--- config.mk ---
export PLATFORM = sky130hd
export DESIGN_NAME = step_dock_impact_sequencer
export DESIGN_NICKNAME = d
export VERILOG_FILES = /design/src/hdl/sdis_pkg.sv /design/src/hdl/step_dock_impact_sequencer.sv
export SDC_FILE = /design/constraint.sdc
export NUM_CORES = 1
export LEC_CHECK = 0
export ABC_CLOCK_PERIOD_IN_PS = 6400
export BUFFER_PORTS_ARGS = -buffer_cell sky130_fd_sc_hd__clkbuf_2
export CORE_MARGIN = 5
export CORE_UTILIZATION = 29
export CTS_BUF_LIST = sky130_fd_sc_hd__clkbuf_8
export CTS_CLUSTER_DIAMETER = 80
export DETAILED_ROUTE_END_ITERATION = 7
export GPL_TIMING_DRIVEN = 0
export PLACE_DENSITY = 0.51
export SLEW_MARGIN = 5
export SYNTH_ARGS = -nofsm -noshare
export SYNTH_HDL_FRONTEND = slang
export SYNTH_SLANG_ARGS = --single-unit
--- constraint.sdc ---
create_clock -name aclk -period 6.4 [get_ports aclk]
set_clock_uncertainty 0.2 [all_clocks]
set_input_delay 0.32 -clock aclk [delete_from_list [all_inputs] [get_ports aclk]]
set_output_delay 0.32 -clock aclk [all_outputs]
set_load 0.02 [all_outputs]
--- src/hdl/sdis_pkg.sv ---
// ----------------------------------------------------------------------------
// sdis_pkg
// Types, register indexes, phase codes and reset values for the step-dock
// impact sequencer.
// ----------------------------------------------------------------------------
package sdis_pkg;

    localparam int LEN_W      = 14;
    localparam int HEAD_TOL_W = 12;
    localparam int HEAD_W     = 13;
    localparam int SPEED_W    = 16;
    localparam int LIMIT_W    = 15;
    localparam int TICK_W     = 16;
    localparam int HOLD_W     = 20;
    localparam int PHASE_W    = 2;

    localparam int CFG_ADDR_W = 3;
    localparam int CFG_DATA_W = 20;

    localparam int S_TDATA_W = 128;
    localparam int M_TDATA_W = 24;

    localparam logic [CFG_ADDR_W-1:0] REG_PREPARE_LENGTH    = 3'd0;
    localparam logic [CFG_ADDR_W-1:0] REG_LENGTH_TOLERANCE  = 3'd1;
    localparam logic [CFG_ADDR_W-1:0] REG_HEADING_TOLERANCE = 3'd2;
    localparam logic [CFG_ADDR_W-1:0] REG_MIN_FORWARD_SPEED = 3'd3;
    localparam logic [CFG_ADDR_W-1:0] REG_RATE_DELTA_LIMIT  = 3'd4;
    localparam logic [CFG_ADDR_W-1:0] REG_MISMATCH_LIMIT    = 3'd5;
    localparam logic [CFG_ADDR_W-1:0] REG_CONFIRM_TIME      = 3'd6;

    localparam logic [PHASE_W-1:0] PHASE_INACTIVE = 2'd0;
    localparam logic [PHASE_W-1:0] PHASE_PREPARE  = 2'd1;
    localparam logic [PHASE_W-1:0] PHASE_PASSIVE  = 2'd2;

    localparam logic [LEN_W-1:0]          RST_PREPARE_LENGTH    = 14'd3800;
    localparam logic [LEN_W-1:0]          RST_LENGTH_TOLERANCE  = 14'd200;
    localparam logic [HEAD_TOL_W-1:0]     RST_HEADING_TOLERANCE = 12'd87;
    localparam logic signed [SPEED_W-1:0] RST_MIN_FORWARD_SPEED = 16'sd300;
    localparam logic [LIMIT_W-1:0]        RST_RATE_DELTA_LIMIT  = 15'd500;
    localparam logic [LIMIT_W-1:0]        RST_MISMATCH_LIMIT    = 15'd120;
    localparam logic [HOLD_W-1:0]         RST_CONFIRM_TIME      = 20'd2000;

    localparam logic [HOLD_W-1:0] HOLD_MAX = '1;

    // Declared from the highest bits down so that bit 0 is dock_requested.
    typedef struct packed {
        logic [2:0]                pad;
        logic [TICK_W-1:0]         tick_length;
        logic signed [SPEED_W-1:0] wheel_imu_mismatch;
        logic signed [SPEED_W-1:0] right_rate_delta;
        logic signed [SPEED_W-1:0] left_rate_delta;
        logic                      impact_window_ok;
        logic [LEN_W-1:0]          right_length;
        logic [LEN_W-1:0]          left_length;
        logic signed [HEAD_W-1:0]  heading_err;
        logic signed [SPEED_W-1:0] forward_speed;
        logic                      speed_reliable;
        logic                      on_ground;
        logic                      dock_requested;
    } in_item_t;

    typedef struct packed {
        logic              pad;
        logic [HOLD_W-1:0] hold_elapsed;
        logic              armed;
        logic [PHASE_W-1:0] task_phase;
    } out_item_t;

    // Magnitude of a 16-bit value, saturated at 32767.
    function automatic logic [LIMIT_W-1:0] abs16(input logic signed [SPEED_W-1:0] v);
        logic [SPEED_W-1:0] mag;
        mag = v[SPEED_W-1] ? (~v + 1'b1) : v;
        return mag[SPEED_W-1] ? {LIMIT_W{1'b1}} : mag[LIMIT_W-1:0];
    endfunction

    // Magnitude of a 13-bit value, saturated at 4095.
    function automatic logic [HEAD_TOL_W-1:0] abs13(input logic signed [HEAD_W-1:0] v);
        logic [HEAD_W-1:0] mag;
        mag = v[HEAD_W-1] ? (~v + 1'b1) : v;
        return mag[HEAD_W-1] ? {HEAD_TOL_W{1'b1}} : mag[HEAD_TOL_W-1:0];
    endfunction

    function automatic logic [LEN_W-1:0] len_diff(input logic [LEN_W-1:0] a,
                                                  input logic [LEN_W-1:0] b);
        return (a > b) ? (a - b) : (b - a);
    endfunction

endpackage

--- src/hdl/step_dock_impact_sequencer.sv ---
// ----------------------------------------------------------------------------
// step_dock_impact_sequencer
// Inactive / prepare / impact-passive sequencer, one control tick per item.
// ----------------------------------------------------------------------------
// Channel | Direction | Signals                      | Content
// s_      | in        | s_tvalid s_tready s_tdata    | one control tick
// m_      | out       | m_tvalid m_tready m_tdata    | phase, armed, hold time
// cfg_    | in        | cfg_we cfg_addr cfg_wdata    | register writes
//
// An item is registered in the input stage on acceptance and its result in the
// output stage when it advances. One item is accepted every cycle while the output
// is not stalled; the state update is a single pass through the compare logic and
// the 21-bit hold-time adder between the two registers. Reset is synchronous and
// returns state and registers to their defaults. A stalled output holds the
// pipeline, and the input stalls only when both stages are full.
// ----------------------------------------------------------------------------
module step_dock_impact_sequencer (
    input  logic                                aclk,
    input  logic                                aresetn,
    input  logic                                s_tvalid,
    output logic                                s_tready,
    // dock_requested, on_ground, speed_reliable, forward_speed, heading_err,
    // left_length, right_length, impact_window_ok, left_rate_delta,
    // right_rate_delta, wheel_imu_mismatch, tick_length, zero fill
    input  logic [sdis_pkg::S_TDATA_W-1:0]      s_tdata,
    output logic                                m_tvalid,
    input  logic                                m_tready,
    // task_phase, armed, hold_elapsed, zero fill
    output logic [sdis_pkg::M_TDATA_W-1:0]      m_tdata,
    input  logic                                cfg_we,
    input  logic [sdis_pkg::CFG_ADDR_W-1:0]     cfg_addr,
    input  logic [sdis_pkg::CFG_DATA_W-1:0]     cfg_wdata
);

    logic [sdis_pkg::LEN_W-1:0]          prepare_length_reg;
    logic [sdis_pkg::LEN_W-1:0]          length_tolerance_reg;
    logic [sdis_pkg::HEAD_TOL_W-1:0]     heading_tolerance_reg;
    logic signed [sdis_pkg::SPEED_W-1:0] min_forward_speed_reg;
    logic [sdis_pkg::LIMIT_W-1:0]        rate_delta_limit_reg;
    logic [sdis_pkg::LIMIT_W-1:0]        mismatch_limit_reg;
    logic [sdis_pkg::HOLD_W-1:0]         confirm_time_reg;

    logic                          in_valid_reg;
    sdis_pkg::in_item_t            in_item_reg;
    logic                          out_valid_reg;
    sdis_pkg::out_item_t           out_item_reg;

    logic [sdis_pkg::PHASE_W-1:0]  phase_reg, phase_next;
    logic                          armed_reg, armed_next;
    logic [sdis_pkg::HOLD_W-1:0]   hold_reg, hold_next;

    logic                          out_free;
    logic                          advance;
    logic                          ready_cond;
    logic                          cand;
    logic [sdis_pkg::LIMIT_W-1:0]  left_abs, right_abs, rate_max;
    logic [sdis_pkg::HOLD_W:0]     hold_sum;
    logic [sdis_pkg::HOLD_W-1:0]   hold_sat;

    assign out_free = !out_valid_reg || m_tready;
    assign advance  = in_valid_reg && out_free;
    assign s_tready = !in_valid_reg || out_free;
    assign m_tvalid = out_valid_reg;
    assign m_tdata  = out_item_reg;

    always_ff @(posedge aclk) begin
        if (!aresetn) begin
            prepare_length_reg    <= sdis_pkg::RST_PREPARE_LENGTH;
            length_tolerance_reg  <= sdis_pkg::RST_LENGTH_TOLERANCE;
            heading_tolerance_reg <= sdis_pkg::RST_HEADING_TOLERANCE;
            min_forward_speed_reg <= sdis_pkg::RST_MIN_FORWARD_SPEED;
            rate_delta_limit_reg  <= sdis_pkg::RST_RATE_DELTA_LIMIT;
            mismatch_limit_reg    <= sdis_pkg::RST_MISMATCH_LIMIT;
            confirm_time_reg      <= sdis_pkg::RST_CONFIRM_TIME;
        end else if (cfg_we) begin
            unique case (cfg_addr)
                sdis_pkg::REG_PREPARE_LENGTH:
                    prepare_length_reg <= cfg_wdata[sdis_pkg::LEN_W-1:0];
                sdis_pkg::REG_LENGTH_TOLERANCE:
                    length_tolerance_reg <= cfg_wdata[sdis_pkg::LEN_W-1:0];
                sdis_pkg::REG_HEADING_TOLERANCE:
                    heading_tolerance_reg <= cfg_wdata[sdis_pkg::HEAD_TOL_W-1:0];
                sdis_pkg::REG_MIN_FORWARD_SPEED:
                    min_forward_speed_reg <= cfg_wdata[sdis_pkg::SPEED_W-1:0];
                sdis_pkg::REG_RATE_DELTA_LIMIT:
                    rate_delta_limit_reg <= cfg_wdata[sdis_pkg::LIMIT_W-1:0];
                sdis_pkg::REG_MISMATCH_LIMIT:
                    mismatch_limit_reg <= cfg_wdata[sdis_pkg::LIMIT_W-1:0];
                sdis_pkg::REG_CONFIRM_TIME:
                    confirm_time_reg <= cfg_wdata[sdis_pkg::HOLD_W-1:0];
                default: begin
                end
            endcase
        end
    end

    always_comb begin
        left_abs  = sdis_pkg::abs16(in_item_reg.left_rate_delta);
        right_abs = sdis_pkg::abs16(in_item_reg.right_rate_delta);
        rate_max  = (left_abs > right_abs) ? left_abs : right_abs;

        ready_cond = in_item_reg.on_ground && in_item_reg.speed_reliable &&
            (in_item_reg.forward_speed >= min_forward_speed_reg) &&
            (sdis_pkg::abs13(in_item_reg.heading_err) <= heading_tolerance_reg) &&
            (sdis_pkg::len_diff(in_item_reg.left_length, prepare_length_reg)
                <= length_tolerance_reg) &&
            (sdis_pkg::len_diff(in_item_reg.right_length, prepare_length_reg)
                <= length_tolerance_reg);

        cand = in_item_reg.impact_window_ok && (rate_max > rate_delta_limit_reg) &&
            (sdis_pkg::abs16(in_item_reg.wheel_imu_mismatch) > mismatch_limit_reg);

        hold_sum = {1'b0, hold_reg} +
            {{(sdis_pkg::HOLD_W + 1 - sdis_pkg::TICK_W){1'b0}}, in_item_reg.tick_length};
        hold_sat = hold_sum[sdis_pkg::HOLD_W] ? sdis_pkg::HOLD_MAX
                                              : hold_sum[sdis_pkg::HOLD_W-1:0];

        phase_next = phase_reg;
        armed_next = armed_reg;
        hold_next  = hold_reg;
        unique case (phase_reg)
            sdis_pkg::PHASE_INACTIVE: begin
                if (in_item_reg.dock_requested) begin
                    phase_next = sdis_pkg::PHASE_PREPARE;
                end
            end
            sdis_pkg::PHASE_PREPARE: begin
                if (!in_item_reg.dock_requested) begin
                    phase_next = sdis_pkg::PHASE_INACTIVE;
                    armed_next = 1'b0;
                    hold_next  = '0;
                end else begin
                    armed_next = ready_cond;
                    if (ready_cond && cand) begin
                        hold_next = hold_sat;
                        if (hold_sat >= confirm_time_reg) begin
                            phase_next = sdis_pkg::PHASE_PASSIVE;
                            armed_next = 1'b0;
                        end
                    end else begin
                        hold_next = '0;
                    end
                end
            end
            default: begin
            end
        endcase
    end

    always_ff @(posedge aclk) begin
        if (!aresetn) begin
            in_valid_reg  <= 1'b0;
            out_valid_reg <= 1'b0;
            phase_reg     <= sdis_pkg::PHASE_INACTIVE;
            armed_reg     <= 1'b0;
            hold_reg      <= '0;
        end else begin
            if (s_tvalid && s_tready) begin
                in_valid_reg <= 1'b1;
            end else if (advance) begin
                in_valid_reg <= 1'b0;
            end
            if (advance) begin
                out_valid_reg <= 1'b1;
                phase_reg     <= phase_next;
                armed_reg     <= armed_next;
                hold_reg      <= hold_next;
            end else if (m_tready) begin
                out_valid_reg <= 1'b0;
            end
        end
    end

    always_ff @(posedge aclk) begin
        if (s_tvalid && s_tready) begin
            in_item_reg <= s_tdata;
        end
        if (advance) begin
            out_item_reg.pad          <= 1'b0;
            out_item_reg.task_phase   <= phase_next;
            out_item_reg.armed        <= armed_next;
            out_item_reg.hold_elapsed <= hold_next;
        end
    end

endmodule
==> results.md <==
* Max cap viols at 0
* Max FFs per register at between 100 and 150
* Critical path peak fanout at 8
* P per Cell Area at about 210 nW/µm²
* Avg Synthesized Cell Area at 9.05 µm²
* Starting Density at between 20% and 30%
* First-pass GRT wire length at 83800 µm
* Die H at approximately 260 µm
* Min Tclk post-route at between 6000 and 7000 ps
* Syn Inst Count at 1947
* Period utilization at 95.2%
* Clock sinks at 279
* Pre-antenna DRT Iters at 5
* CP endpoint kind: flop
* Core area at 60200 µm²
* Portion of netlist area occupied by mux cells at 2.22%
* Initial antenna violation count at 6
* Synth cell count leaders: nand2_1, inv_1, ha_1
* GRT Overall Usage at 15.9%
* Total CTS buffers at 55
* Xor/xnor share of the synthesized area at 3.43%
* Detailed router's first-iteration violation count at 820
* Pleak at 0.00949 µW
* Vias post-DR at roughly 15000
* Gr ovfl total at 0
* Vias per inst at 4.84
* Final Max Tran Viols at 0
* TritonCTS clock tree: done
* Nets at 2702
* Count leader, synth: nand2_1
* Critical Path AT at 6300 ps
* Maximum vdd drop at ~140 µV
* Max Freq at around 160 MHz
* Post-synthesis compound-gate area fraction at 18.2%
* Area growth syn-to-layout at 28.1%
* Clock Root Buffer: clkbuf_8
* Post-synth ARST share at 0%
* Number of synthesized flops with an enable pin at 148
* Pin count of the biggest net entering global routing at 69
* Routability cong. at 0.905
* Port Buffers at 177
* # rows at 90
* Final WL at 54500 µm
* Pre-CTS setup slack at -723 ps
* Slew Limit Headroom at 32.3%
* Synth top area cells: edfxtp_1, dfxtp_1, ha_1
* Vias in the first global route at 15300
* Main combinational cell family by area after synthesis: compound AO/OA/AOI/OAI gates
* RSZ-0062 raised after global routing: false
* Final Setup Violations at 0
* Wire length per cell at around 17 µm
* Share of layout cells above drive strength 1 at 14.8%
* Detail Route Antenna Nets at 0
* Clock latency at the later pin of the worst-skew pair at between 600 and 700 ps
* Post-synth top flop: edfxtp_1
* Critical path class: reg -> reg
* Worst setup margin at a little over 300 ps
* Synth Area in Simple Gates at 15.6%
* Synth area leader: edfxtp_1
* Final Hold Viols at 0
* Status: finished clean
* Cell area after synthesis at 17600 µm²
* Post-synth top area share at approximately a quarter
* Post-Synth Adder-Cell Area at 14.4%
* Syn_nets at 2303
* Ys Warns at 0
* Worst Path Required at 6610 ps
* Worst Tran Pin Value at 1020 ps
* Synthesized flop and latch total at ~280
* Layout fillers at 6052
* Hold Path Class: in -> reg
* Clk slew on worst S/H paths at 60 ps
* Synth unique cells at 80
* Sum Neg Setup Slack at 0 ps
* # DRC at 0
* H-tree depth at 2
* Post-synthesis sequential area ratio at 40.1%
* Hpwl dp at 40900 µm
* Clk buf depth at 3
* Startpoint Class: flop
* Die area at between 60000 and 70000 µm²
* Die width at 256 µm
* # IOs at 182
## power breakdown
group,switching [µW],internal [µW]
combinational,538,426
clock,842,1030
sequential,48.3,1960
total,1430,3420
## cell families after synthesis
| group | count (synthesis) |
|---|---|
| adders and majority gates | 200 |
| AOI/OAI and AO/OA | 485 |
| muxes | 36 |
| buffers and inverters | 266 |
| other | 1 |
| xor gates and xnor gates | 69 |
| and+or+nand+nor | 611 |
| DFF | 279 |
## through the flow
stage	instances	power [µW]	util, %	cell area (µm²)	hold slack (ps)
after CTS	3168	4920	37.1	22300	112
after floorplan	1947	2620	-	17600	219
after global routing	3176	5130	37.4	22600	130
final	3177	4850	37.5	22600	189
after global placement	2906	2900	32.3	19500	244
after detailed placement	2908	2910	32.4	19500	247
## metal layers
layer  up-vias  GRT usage [%]  part of all wire (%)  wire (µm)
li1       7721              -                     -          -
met1      7298           21.0                    46      25000
met2       290           26.9                    47      25900
met3        78           2.85                   4.4       2380
met4         4           4.24                   2.3       1250
met5         -              0                 0.049         27
## cell usage in the layout, fill, tap and decap left out, drive strengths merged, types with 10 or more instances in the layout
cell type      n
a211oi        21
a21boi        11
a21o          51
a21oi        155
a31oi         12
and2          11
buf           28
clkbuf       281
clkinv        24
dfxtp        131
dlygate4sd3  157
edfxtp       148
ha           195
inv          213
mux2          19
mux2i         17
nand2        330
nand2b        24
nand3         35
nand4         30
nor2          85
nor2b         24
nor3          30
nor4          11
o211ai        45
o21a          12
o21ai         58
o21bai        10
o31ai         52
xnor2         26
xor2          43
## area by class of cell
type                            instances  area (µm²)  area share [%]
Clock buffer                           57         785            3.48
Tap cell                              782         978            4.34
Timing Repair Buffer                  342        2560            11.3
Antenna cell                            4        10.0          0.0444
Multi-Input combinational cell       1402        9740            43.2
Inverter                              199         747            3.31
Clock inverter                         45         334            1.48
Sequential cell                       279        7070            31.3
Buffer                                 67         347            1.54
## worst max-delay path: stages (launching register included)
cell,delay [ps]
edfxtp_1,410
or4_1,550
or2_2,340
nor3_2,160
nand4b_1,230
buf_6,210
and2_1,160
inv_1,60
ha_1,230
nor2b_1,140
o21a_1,160
o21a_1,160
o211ai_1,150
a21oi_1,90
o21ai_1,170
a21oi_2,100
buf_4,170
mux2_2,280
ha_1,300
a21o_1,170
a21o_1,170
a21o_1,190
a21oi_2,150
o221ai_2,140
o211ai_1,120
buf_4,180
o211ai_1,100
o21ai_0,380
## repair_timing
action / in CTS / in global routing
gates resized for setup: 19 / 39
endpoints found under the setup margin: 46 / 45
pin swaps: 2 / 4
gates cloned: 0 / 0
buffers inserted: 1 / 5
endpoints found under the hold margin: 251 / 0
hold buffers: 157 / 0
## path summary, 6_finish.rpt
kind	cells after the start	to	slack (ps)	from
worst min-delay path	2	in_item_reg[95]$_DFFE_PP_	190	s_tdata[95]
worst max-delay path	27	m_tdata[2]$_DFFE_PP_	310	in_item_reg[68]$_DFFE_PP_
worst min register to register	2	length_tolerance_reg[12]$_SDFFE_PN0P_	250	length_tolerance_reg[12]$_SDFFE_PN0P_
worst max register to register	27	m_tdata[2]$_DFFE_PP_	310	in_item_reg[68]$_DFFE_PP_
No activity file was read; power rests on OpenSTA's default activity.
